## config.mk

```make
export PLATFORM = sky130hd
export DESIGN_NAME = thumb_literal_xref_scanner
export DESIGN_NICKNAME = d
export VERILOG_FILES = /design/src/rtl/tlxs_pkg.sv /design/src/rtl/tlxs_decode.sv /design/src/rtl/thumb_literal_xref_scanner.sv
export SDC_FILE = /design/constraint.sdc
export NUM_CORES = 2
export LEC_CHECK = 0
export ABC_AREA = 1
export BUFFER_PORTS_ARGS = -buffer_cell sky130_fd_sc_hd__buf_2
export CAP_MARGIN = 25
export CELL_PAD_IN_SITES_DETAIL_PLACEMENT = 2
export CELL_PAD_IN_SITES_GLOBAL_PLACEMENT = 2
export CORE_ASPECT_RATIO = 0.7
export CORE_MARGIN = 2
export CORE_UTILIZATION = 30
export DETAILED_ROUTE_END_ITERATION = 6
export PLACE_DENSITY_LB_ADDON = 0.3
export SETUP_SLACK_MARGIN = 0.05
export SYNTH_ARGS = -nofsm -noshare
export SYNTH_HDL_FRONTEND = slang
export SYNTH_SLANG_ARGS = --single-unit
export TNS_END_PERCENT = 5
```

## constraint.sdc

```tcl
create_clock -name clk -period 6.98 [get_ports clk]
set_input_delay 0.698 -clock clk [delete_from_list [all_inputs] [get_ports clk]]
set_output_delay 0.698 -clock clk [all_outputs]
set_load 0.01 [all_outputs]
```

## src/rtl/tlxs_pkg.sv

```systemverilog
// ----------------------------------------------------------------------------
// tlxs_pkg
// Shared types and constants for the Thumb literal cross-reference scanner:
// request/result structs, decode opcodes and masks, register update kinds.
// ----------------------------------------------------------------------------
`default_nettype none

package tlxs_pkg;

  // Address space width; positions, image size and target wrap to it
  localparam int ADDR_WIDTH = 32;
  localparam logic [31:0] ADDR_MASK = 32'((64'd1 << ADDR_WIDTH) - 64'd1);

  // Number of tracked core registers
  localparam int NUM_REGS = 16;
  localparam int REG_IDX_W = $clog2(NUM_REGS);

  // Configuration register indexes
  localparam int CFG_IDX_W = 1;
  localparam logic [CFG_IDX_W-1:0] CFG_TARGET_ADDRESS = 1'b0;
  localparam logic [CFG_IDX_W-1:0] CFG_IMAGE_SIZE     = 1'b1;

  // Encoding patterns and their masks
  localparam logic [15:0] MSK_NARROW5  = 16'hF800;
  localparam logic [15:0] OP_MOVS_IMM8 = 16'h2000;
  localparam logic [15:0] OP_LDR_LIT_N = 16'h4800;
  localparam logic [15:0] MSK_MOV_W    = 16'hFBEF;
  localparam logic [15:0] OP_MOV_W     = 16'hF04F;
  localparam logic [15:0] MSK_MOVW_T   = 16'hFBF0;
  localparam logic [15:0] OP_MOVW      = 16'hF240;
  localparam logic [15:0] OP_MOVT      = 16'hF2C0;
  localparam logic [15:0] MSK_LDR_W    = 16'hFF7F;
  localparam logic [15:0] OP_LDR_LIT_W = 16'hF85F;
  localparam logic [15:0] MSK_ADD_HI   = 16'hFF00;
  localparam logic [15:0] OP_ADD_HI    = 16'h4400;
  localparam logic [15:0] MSK_ADD_W    = 16'hFFE0;
  localparam logic [15:0] OP_ADD_W     = 16'hEB00;
  localparam logic [7:0]  EXP_IMM_TOP  = 8'h80;
  localparam logic [REG_IDX_W-1:0] REG_PC = 4'd15;

  // How the selected register changes
  typedef enum logic [1:0] {
    UPD_SET,
    UPD_OR,
    UPD_ADD
  } upd_mode_t;

  // One instruction request
  typedef struct packed {
    logic [15:0] first_halfword;
    logic [15:0] second_halfword;
    logic [31:0] position;
    logic [31:0] literal_word;
    logic        new_search;
  } in_item_t;

  // One result
  typedef struct packed {
    logic                 hit;
    logic [REG_IDX_W-1:0] hit_register;
    logic                 wide;
  } out_item_t;

  // Decoder to update-path control
  typedef struct packed {
    logic                 en;
    logic [REG_IDX_W-1:0] idx;
    upd_mode_t            mode;
    logic [31:0]          value;
    logic                 wide;
  } dec_t;

endpackage

`default_nettype wire

```

## src/rtl/tlxs_decode.sv

```systemverilog
// ----------------------------------------------------------------------------
// tlxs_decode
// Decodes one Thumb/Thumb-2 instruction into a register update: which
// register, how it changes and the operand. Also does the literal range check.
// ----------------------------------------------------------------------------
`default_nettype none

module tlxs_decode (
  input  wire tlxs_pkg::in_item_t item,
  input  wire logic [31:0]        image_size,
  output tlxs_pkg::dec_t          dec
);

  logic [15:0] h0;
  logic [15:0] h1;
  logic        h1ok;
  logic [3:0]  rd2;
  logic [11:0] imm_t;
  logic [31:0] pos;
  logic [31:0] pc_val;
  logic [31:0] lit_base;
  logic [31:0] exp_imm;
  logic [15:0] imm16;
  logic        is_movs, is_mov_w, is_movw, is_ldr_n, is_ldr_w, is_movt;
  logic        is_add_hi, is_add_w;
  logic [34:0] off;
  logic [34:0] off_end;
  logic        lit_ok;
  logic [3:0]  add_hi_rd;

  // Rotate right, amount 0..31
  function automatic logic [31:0] rotr32(input logic [31:0] x, input logic [4:0] n);
    logic [63:0] dbl;
    dbl = {x, x} >> n;
    return dbl[31:0];
  endfunction

  // Thumb modified immediate
  function automatic logic [31:0] expand_imm(input logic [11:0] imm12);
    logic [7:0]  b;
    logic [31:0] res;
    b = imm12[7:0];
    if (imm12[11:10] == 2'b00) begin
      unique case (imm12[9:8])
        2'd0: res = {24'h0, b};
        2'd1: res = {8'h0, b, 8'h0, b};
        2'd2: res = {b, 8'h0, b, 8'h0};
        2'd3: res = {b, b, b, b};
        default: res = '0;
      endcase
    end else begin
      res = rotr32({24'h0, tlxs_pkg::EXP_IMM_TOP | {1'b0, imm12[6:0]}}, imm12[11:7]);
    end
    return res;
  endfunction

  // Field extraction
  assign h0        = item.first_halfword;
  assign h1        = item.second_halfword;
  assign h1ok      = ~h1[15];
  assign rd2       = h1[11:8];
  assign imm_t     = {h0[10], h1[14:12], h1[7:0]};
  assign imm16     = {h0[3:0], imm_t};
  assign pos       = item.position & tlxs_pkg::ADDR_MASK;
  assign pc_val    = pos + 32'd4;
  assign lit_base  = {pc_val[31:2], 2'b00};
  assign exp_imm   = expand_imm(imm_t);
  assign add_hi_rd = {h0[7], h0[2:0]};

  // Pattern matches
  assign is_movs   = (h0 & tlxs_pkg::MSK_NARROW5) == tlxs_pkg::OP_MOVS_IMM8;
  assign is_mov_w  = ((h0 & tlxs_pkg::MSK_MOV_W) == tlxs_pkg::OP_MOV_W) && h1ok;
  assign is_movw   = ((h0 & tlxs_pkg::MSK_MOVW_T) == tlxs_pkg::OP_MOVW) && h1ok;
  assign is_ldr_n  = (h0 & tlxs_pkg::MSK_NARROW5) == tlxs_pkg::OP_LDR_LIT_N;
  assign is_ldr_w  = (h0 & tlxs_pkg::MSK_LDR_W) == tlxs_pkg::OP_LDR_LIT_W;
  assign is_movt   = ((h0 & tlxs_pkg::MSK_MOVW_T) == tlxs_pkg::OP_MOVT) && h1ok;
  assign is_add_hi = ((h0 & tlxs_pkg::MSK_ADD_HI) == tlxs_pkg::OP_ADD_HI)
                     && (h0[6:3] == tlxs_pkg::REG_PC);
  assign is_add_w  = ((h0 & tlxs_pkg::MSK_ADD_W) == tlxs_pkg::OP_ADD_W)
                     && (h1[3:0] == tlxs_pkg::REG_PC) && (h0[3:0] == rd2);

  // Literal offset and range check (signed, 35 bits)
  always_comb begin
    if (is_ldr_n) begin
      off = {3'b000, lit_base} + {25'h0, h0[7:0], 2'b00};
    end else if (h0[7]) begin
      off = {3'b000, lit_base} + {23'h0, h1[11:0]};
    end else begin
      off = {3'b000, lit_base} - {23'h0, h1[11:0]};
    end
  end
  assign off_end = off + 35'd4;
  assign lit_ok  = ~off[34]
                   && (off_end <= {3'b000, image_size & tlxs_pkg::ADDR_MASK});

  // Update selection in decode priority order
  always_comb begin
    dec       = '0;
    dec.mode  = tlxs_pkg::UPD_SET;
    dec.wide  = (h0[15:13] == 3'b111) && (h0[12:11] != 2'b00);
    priority if (is_movs) begin
      dec.en    = 1'b1;
      dec.idx   = {1'b0, h0[10:8]};
      dec.value = {24'h0, h0[7:0]};
    end else if (is_mov_w) begin
      dec.en    = 1'b1;
      dec.idx   = rd2;
      dec.value = exp_imm;
    end else if (is_movw) begin
      dec.en    = 1'b1;
      dec.idx   = rd2;
      dec.value = {16'h0, imm16};
    end else if (is_ldr_n || is_ldr_w) begin
      dec.en    = lit_ok;
      dec.idx   = is_ldr_n ? {1'b0, h0[10:8]} : h1[15:12];
      dec.value = item.literal_word;
    end else if (is_movt) begin
      dec.en    = 1'b1;
      dec.idx   = rd2;
      dec.mode  = tlxs_pkg::UPD_OR;
      dec.value = {imm16, 16'h0};
    end else if (is_add_hi) begin
      dec.en    = 1'b1;
      dec.idx   = add_hi_rd;
      dec.mode  = tlxs_pkg::UPD_ADD;
      dec.value = pc_val;
    end else if (is_add_w) begin
      dec.en    = 1'b1;
      dec.idx   = rd2;
      dec.mode  = tlxs_pkg::UPD_ADD;
      dec.value = pc_val;
    end else begin
      dec.en    = 1'b0;
    end
  end

endmodule

`default_nettype wire

```

## src/rtl/thumb_literal_xref_scanner.sv

```systemverilog
// ----------------------------------------------------------------------------
// thumb_literal_xref_scanner
// Tracks constants built in sixteen registers by a Thumb instruction stream
// and flags ADD Rd,Rd,PC sums that hit a target address.
// ----------------------------------------------------------------------------
// Usage:
//   Input channel (in_valid/in_stall/in_item): one instruction per request,
//   with its position, the literal word the feeder fetched for it and a
//   new_search flag that zeroes all tracked values first.
//   Result channel (out_valid/out_stall/out_result): exactly one result per
//   request, in order: hit, hit_register (0 when no hit) and wide.
//   Config port (cfg_wr_en/cfg_index/cfg_wr_data): 0 = target_address,
//   1 = image_size; write only while no request is in flight.
//   An accepted request passes the input register, then decode plus
//   register-file update into the result register, which raises out_valid
//   when it loads. Throughput is one request per cycle while the receiver
//   does not stall; the register file read, the 32-bit add and the
//   target compare all sit in the single decode stage, so dependent instructions
//   follow back to back.
//   When the receiver stalls, the result holds and the input register fills;
//   in_stall then rises until the result is taken.
//   Synchronous reset clears both config registers, all tracked values and
//   both valid flags.
// ----------------------------------------------------------------------------
`default_nettype none

module thumb_literal_xref_scanner (
  input  wire logic                             clk,
  input  wire logic                             rst_n,
  input  wire logic                             in_valid,
  output logic                                  in_stall,
  input  wire tlxs_pkg::in_item_t               in_item,
  output logic                                  out_valid,
  input  wire logic                             out_stall,
  output tlxs_pkg::out_item_t                   out_result,
  input  wire logic                             cfg_wr_en,
  input  wire logic [tlxs_pkg::CFG_IDX_W-1:0]   cfg_index,
  input  wire logic [31:0]                      cfg_wr_data
);

  logic [31:0]         target_address_r;
  logic [31:0]         image_size_r;
  logic                in_valid_r;
  tlxs_pkg::in_item_t  in_item_r;
  logic                out_valid_r;
  tlxs_pkg::out_item_t out_r;
  tlxs_pkg::out_item_t out_nxt;
  logic [31:0]         tracked_r [tlxs_pkg::NUM_REGS];
  tlxs_pkg::dec_t      dec;
  logic                advance;
  logic                fire;
  logic [31:0]         cur_val;
  logic [31:0]         new_val;

  // Stage handshake
  assign advance   = ~out_valid_r | ~out_stall;
  assign fire      = in_valid_r & advance;
  assign in_stall  = in_valid_r & ~advance;
  assign out_valid = out_valid_r;
  assign out_result = out_r;

  // Configuration registers
  always_ff @(posedge clk) begin
    if (!rst_n) begin
      target_address_r <= '0;
      image_size_r     <= '0;
    end else if (cfg_wr_en) begin
      unique case (cfg_index)
        tlxs_pkg::CFG_TARGET_ADDRESS: target_address_r <= cfg_wr_data;
        tlxs_pkg::CFG_IMAGE_SIZE:     image_size_r     <= cfg_wr_data;
        default: ;
      endcase
    end
  end

  // Input register
  always_ff @(posedge clk) begin
    if (!rst_n) begin
      in_valid_r <= 1'b0;
    end else if (!in_stall) begin
      in_valid_r <= in_valid;
    end
  end

  always_ff @(posedge clk) begin
    if (!in_stall && in_valid) begin
      in_item_r <= in_item;
    end
  end

  tlxs_decode u_decode (
    .item       (in_item_r),
    .image_size (image_size_r),
    .dec        (dec)
  );

  // Read the destination, apply the update, compare against the target
  assign cur_val = in_item_r.new_search ? 32'h0 : tracked_r[dec.idx];

  always_comb begin
    unique case (dec.mode)
      tlxs_pkg::UPD_SET: new_val = dec.value;
      tlxs_pkg::UPD_OR:  new_val = cur_val | dec.value;
      tlxs_pkg::UPD_ADD: new_val = cur_val + dec.value;
      default:           new_val = dec.value;
    endcase
    out_nxt.wide         = dec.wide;
    out_nxt.hit          = dec.en && (dec.mode == tlxs_pkg::UPD_ADD)
                           && (new_val == (target_address_r & tlxs_pkg::ADDR_MASK));
    out_nxt.hit_register = out_nxt.hit ? dec.idx : '0;
  end

  // Tracked register file
  always_ff @(posedge clk) begin
    if (!rst_n) begin
      for (int i = 0; i < tlxs_pkg::NUM_REGS; i++) begin
        tracked_r[i] <= '0;
      end
    end else if (fire) begin
      for (int i = 0; i < tlxs_pkg::NUM_REGS; i++) begin
        if (dec.en && (dec.idx == tlxs_pkg::REG_IDX_W'(i))) begin
          tracked_r[i] <= new_val;
        end else if (in_item_r.new_search) begin
          tracked_r[i] <= '0;
        end
      end
    end
  end

  // Result register
  always_ff @(posedge clk) begin
    if (!rst_n) begin
      out_valid_r <= 1'b0;
    end else if (advance) begin
      out_valid_r <= in_valid_r;
    end
  end

  always_ff @(posedge clk) begin
    if (fire) begin
      out_r <= out_nxt;
    end
  end

endmodule

`default_nettype wire

```

==> flow_summary.ini <==
[outcome]
status = finished clean

[die]
die_w_microns = 439
initial_core_util_pct = 30.3
num_io_pins = 143
design.core.area_sq_mm = 0.131
num_rows = 111
die_h_microns = 309
die_area_sq_mm = 0.136

[yosys]
ys_seq_area_share_pct = 49.7
synth_edf_count = 615
synth-async-reset-ratio_pct = 0
synthFlopType = edfxtp_1
netlist_area_sq_mm = 0.0398
synth_cell_types = 55
synth_cells = 4581
syn_avg_cell_area_sq_um = 8.69
ys_warn_count = 0
synthesis.nets = 4849
ys_seq_elements = 681

[detailed_routing]
met3_length_microns = 18300
route.detailed.drc = 0
met1Wirelength_microns = 96800
first_pass_iters = 6
via_count = 38900
wl_met2_microns = 85400
antenna_left = 0
drtIter0Drc = 4557
highest_layer = met5
wl_per_cell_microns = 29.5
wl_microns = 206000
viasPerCell = 5.58

[cells_and_area]
final_cells = 6969
syn2layout_area_growth_pct = 28.4
layout.area.seq_sq_mm = 0.0198
fin_nets = 5423
multiInputGateArea_sq_mm = 0.0186
n_fill_cell = 14500
final_common_cell = nand2_1
layout_common_cells = 871 x nand2_1, 615 x edfxtp_1, 503 x nor2_1
drive_above_1_share_pct = 26.8

[clock_tree]
cts_max_path_buffers = 3
numCtsBuffers = 76
numClockSinks = 681
htree_levels = 3
clk_pin_slew_worst_paths_ps = 70
cts_tree = yes
clockRootBuffer = clkbuf_16
clk_latency_ps = 720

[placed_design]
place.gp.congestion = 0.936
portBuffers = 142
hpwl_microns = 148000
dp.cells = 6737
dp_slack_ps = -632

[worst_setup_path]
critPathLaunch = in_item_r[36]
path_max_fanout = 18
crit_path_start_kind = flip-flop
path_class = flip-flop to flip-flop
r2r_start = in_item_r[36]
crit_top_cell = nand2_1
cp.required_ps = 7410
worstPathArrival_ps = 7270
crit_path_top_delay_cell = edfxtp_1
worstSetupEndpointType = flip-flop
critPathMaxStageDelay_ps = 430

[min_path]
hp-start = in_item[17]
hp-class = input pin to flip-flop

[sta]
final.setup.tns_ps = 0
finalWorstSetupSlack_ps = 136
slew_violations = 0
rsz0062_at_grt = true
period_needed_ps = 6840
worstMarginPinSlew_ps = 1160
finalHoldViolations = 0
max_freq_ghz = 0.146
setup-violations-final = 0
clock_skew_ps = 37.0
slew_headroom_pct = 22.4
finalCritPeriodShare_pct = 98.0

[pwr]
leakage_nw = 20.4
p_total_mw = 10.8
powerDensity_mw_per_mm2 = 212
vdd_drop_max_v = 0.000152

[global_route]
grt_antenna_before_repair = 7
grt_max_degree = 87
grt_usage_pct = 29.1
grt_pass1_wl_microns = 287000
grt.overflow.total = 0
grt_pass1_vias = 40100

[flow_run]
max_cap_viol_count = 0
## per-layer routing
layer	GRT usage [%]	vias to the layer above
met2	42.0	1540
li1	-	16900
met3	5.83	230
met5	0	-
met4	7.09	4
met1	44.1	20200
## cell usage after synthesis, drive strengths merged, types with 10 or more instances
library cell | number | share of area [%]
nand4 | 54 | 0.89
xor2 | 29 | 0.64
o22ai | 141 | 2.2
o221ai | 67 | 1.5
nor2 | 720 | 8.0
edfxtp | 615 | 46
nand2 | 954 | 9.2
o21bai | 11 | 0.21
nand3 | 331 | 4.6
a31oi | 10 | 0.16
dfxtp | 66 | 3.3
clkbuf | 160 | 1.5
xnor2 | 13 | 0.29
buf | 99 | 1.7
o211ai | 25 | 0.47
nor3 | 30 | 0.38
o21ai | 247 | 3.1
nand3b | 27 | 0.51
inv | 394 | 3.7
o22a | 58 | 1.3
ha | 130 | 4.1
a21oi | 336 | 4.7
## registers in the layout (all words and copies together), names as in the netlist
name / count
in_item_r: 97
tracked_r: 512
image_size_r: 32
in_valid_r: 1
target_address_r: 32
out_result: 6
out_valid: 1
## kinds of logic (layout without fill, tap and decap cells)
kind of cell | count (synthesis) | after routing | share of synthesized area (%)
AOI/OAI and AO/OA | 930 | 930 | 14.3
xor gates and xnor gates | 42 | 42 | 0.924
adders and majority gates | 133 | 133 | 4.24
buffers and inverters | 658 | 1290 | 6.99
DFF | 681 | 681 | 49.7
other | 0 | 2 | 0
and+or+nand+nor | 2137 | 2140 | 23.8
## layout make-up
class                           instances  share of cell area (%)
Clock inverter                         38                   0.791
Timing Repair inverter                  1                  0.0220
Inverter                              399                    3.02
Tap cell                             1751                    4.29
Sequential cell                       681                    38.7
Clock buffer                          101                    4.11
Timing Repair Buffer                  751                    12.6
Antenna cell                            2                 0.00979
Multi-Input combinational cell       3245                    36.4
## worst max-delay path: cells and delay by family, from the launching register on
family                   cells  cell delay [ps]
AO/OA/AOI/OAI                5              830
XOR/XNOR                     1              210
adder cells (fa/ha/maj)      3              710
buffers and inverters       10             1490
flip-flops                   1              430
AND/OR/NAND/NOR             27             2850
## stage by stage
step | util (%) | hold WS [ps] | area (sq um)
after floorplan | - | 435 | 39800
after global placement | 35.2 | 456 | 46200
after detailed placement | 35.3 | 462 | 46300
after CTS | 37.6 | 124 | 49400
after global routing | 38.9 | 127 | 51100
final | 38.9 | 152 | 51100
## worst paths after layout
check,endpoint,slack [ps],cells past startpoint
min,in_item_r[17],150,1
max reg2reg,tracked_r[0][29],140,46
min reg2reg,image_size_r[1],470,2
max,tracked_r[0][29],140,46
## power by group
part | internal, mW | total [mW] | switching, mW
sequential | 4.68 | 4.80 | 0.123
clock | 2.33 | 4.26 | 1.93
combinational | 0.619 | 1.77 | 1.15
total | 7.63 | 10.8 | 3.21
## repair_timing
item                                     CTS  global route
buffers inserted                          33            45
pin swaps                                  7            52
cloned                                     1            11
hold buffers                               0             0
resized for setup                         72           290
endpoints found under the setup margin  1028          1029
No activity file was read; power rests on OpenSTA's default activity.
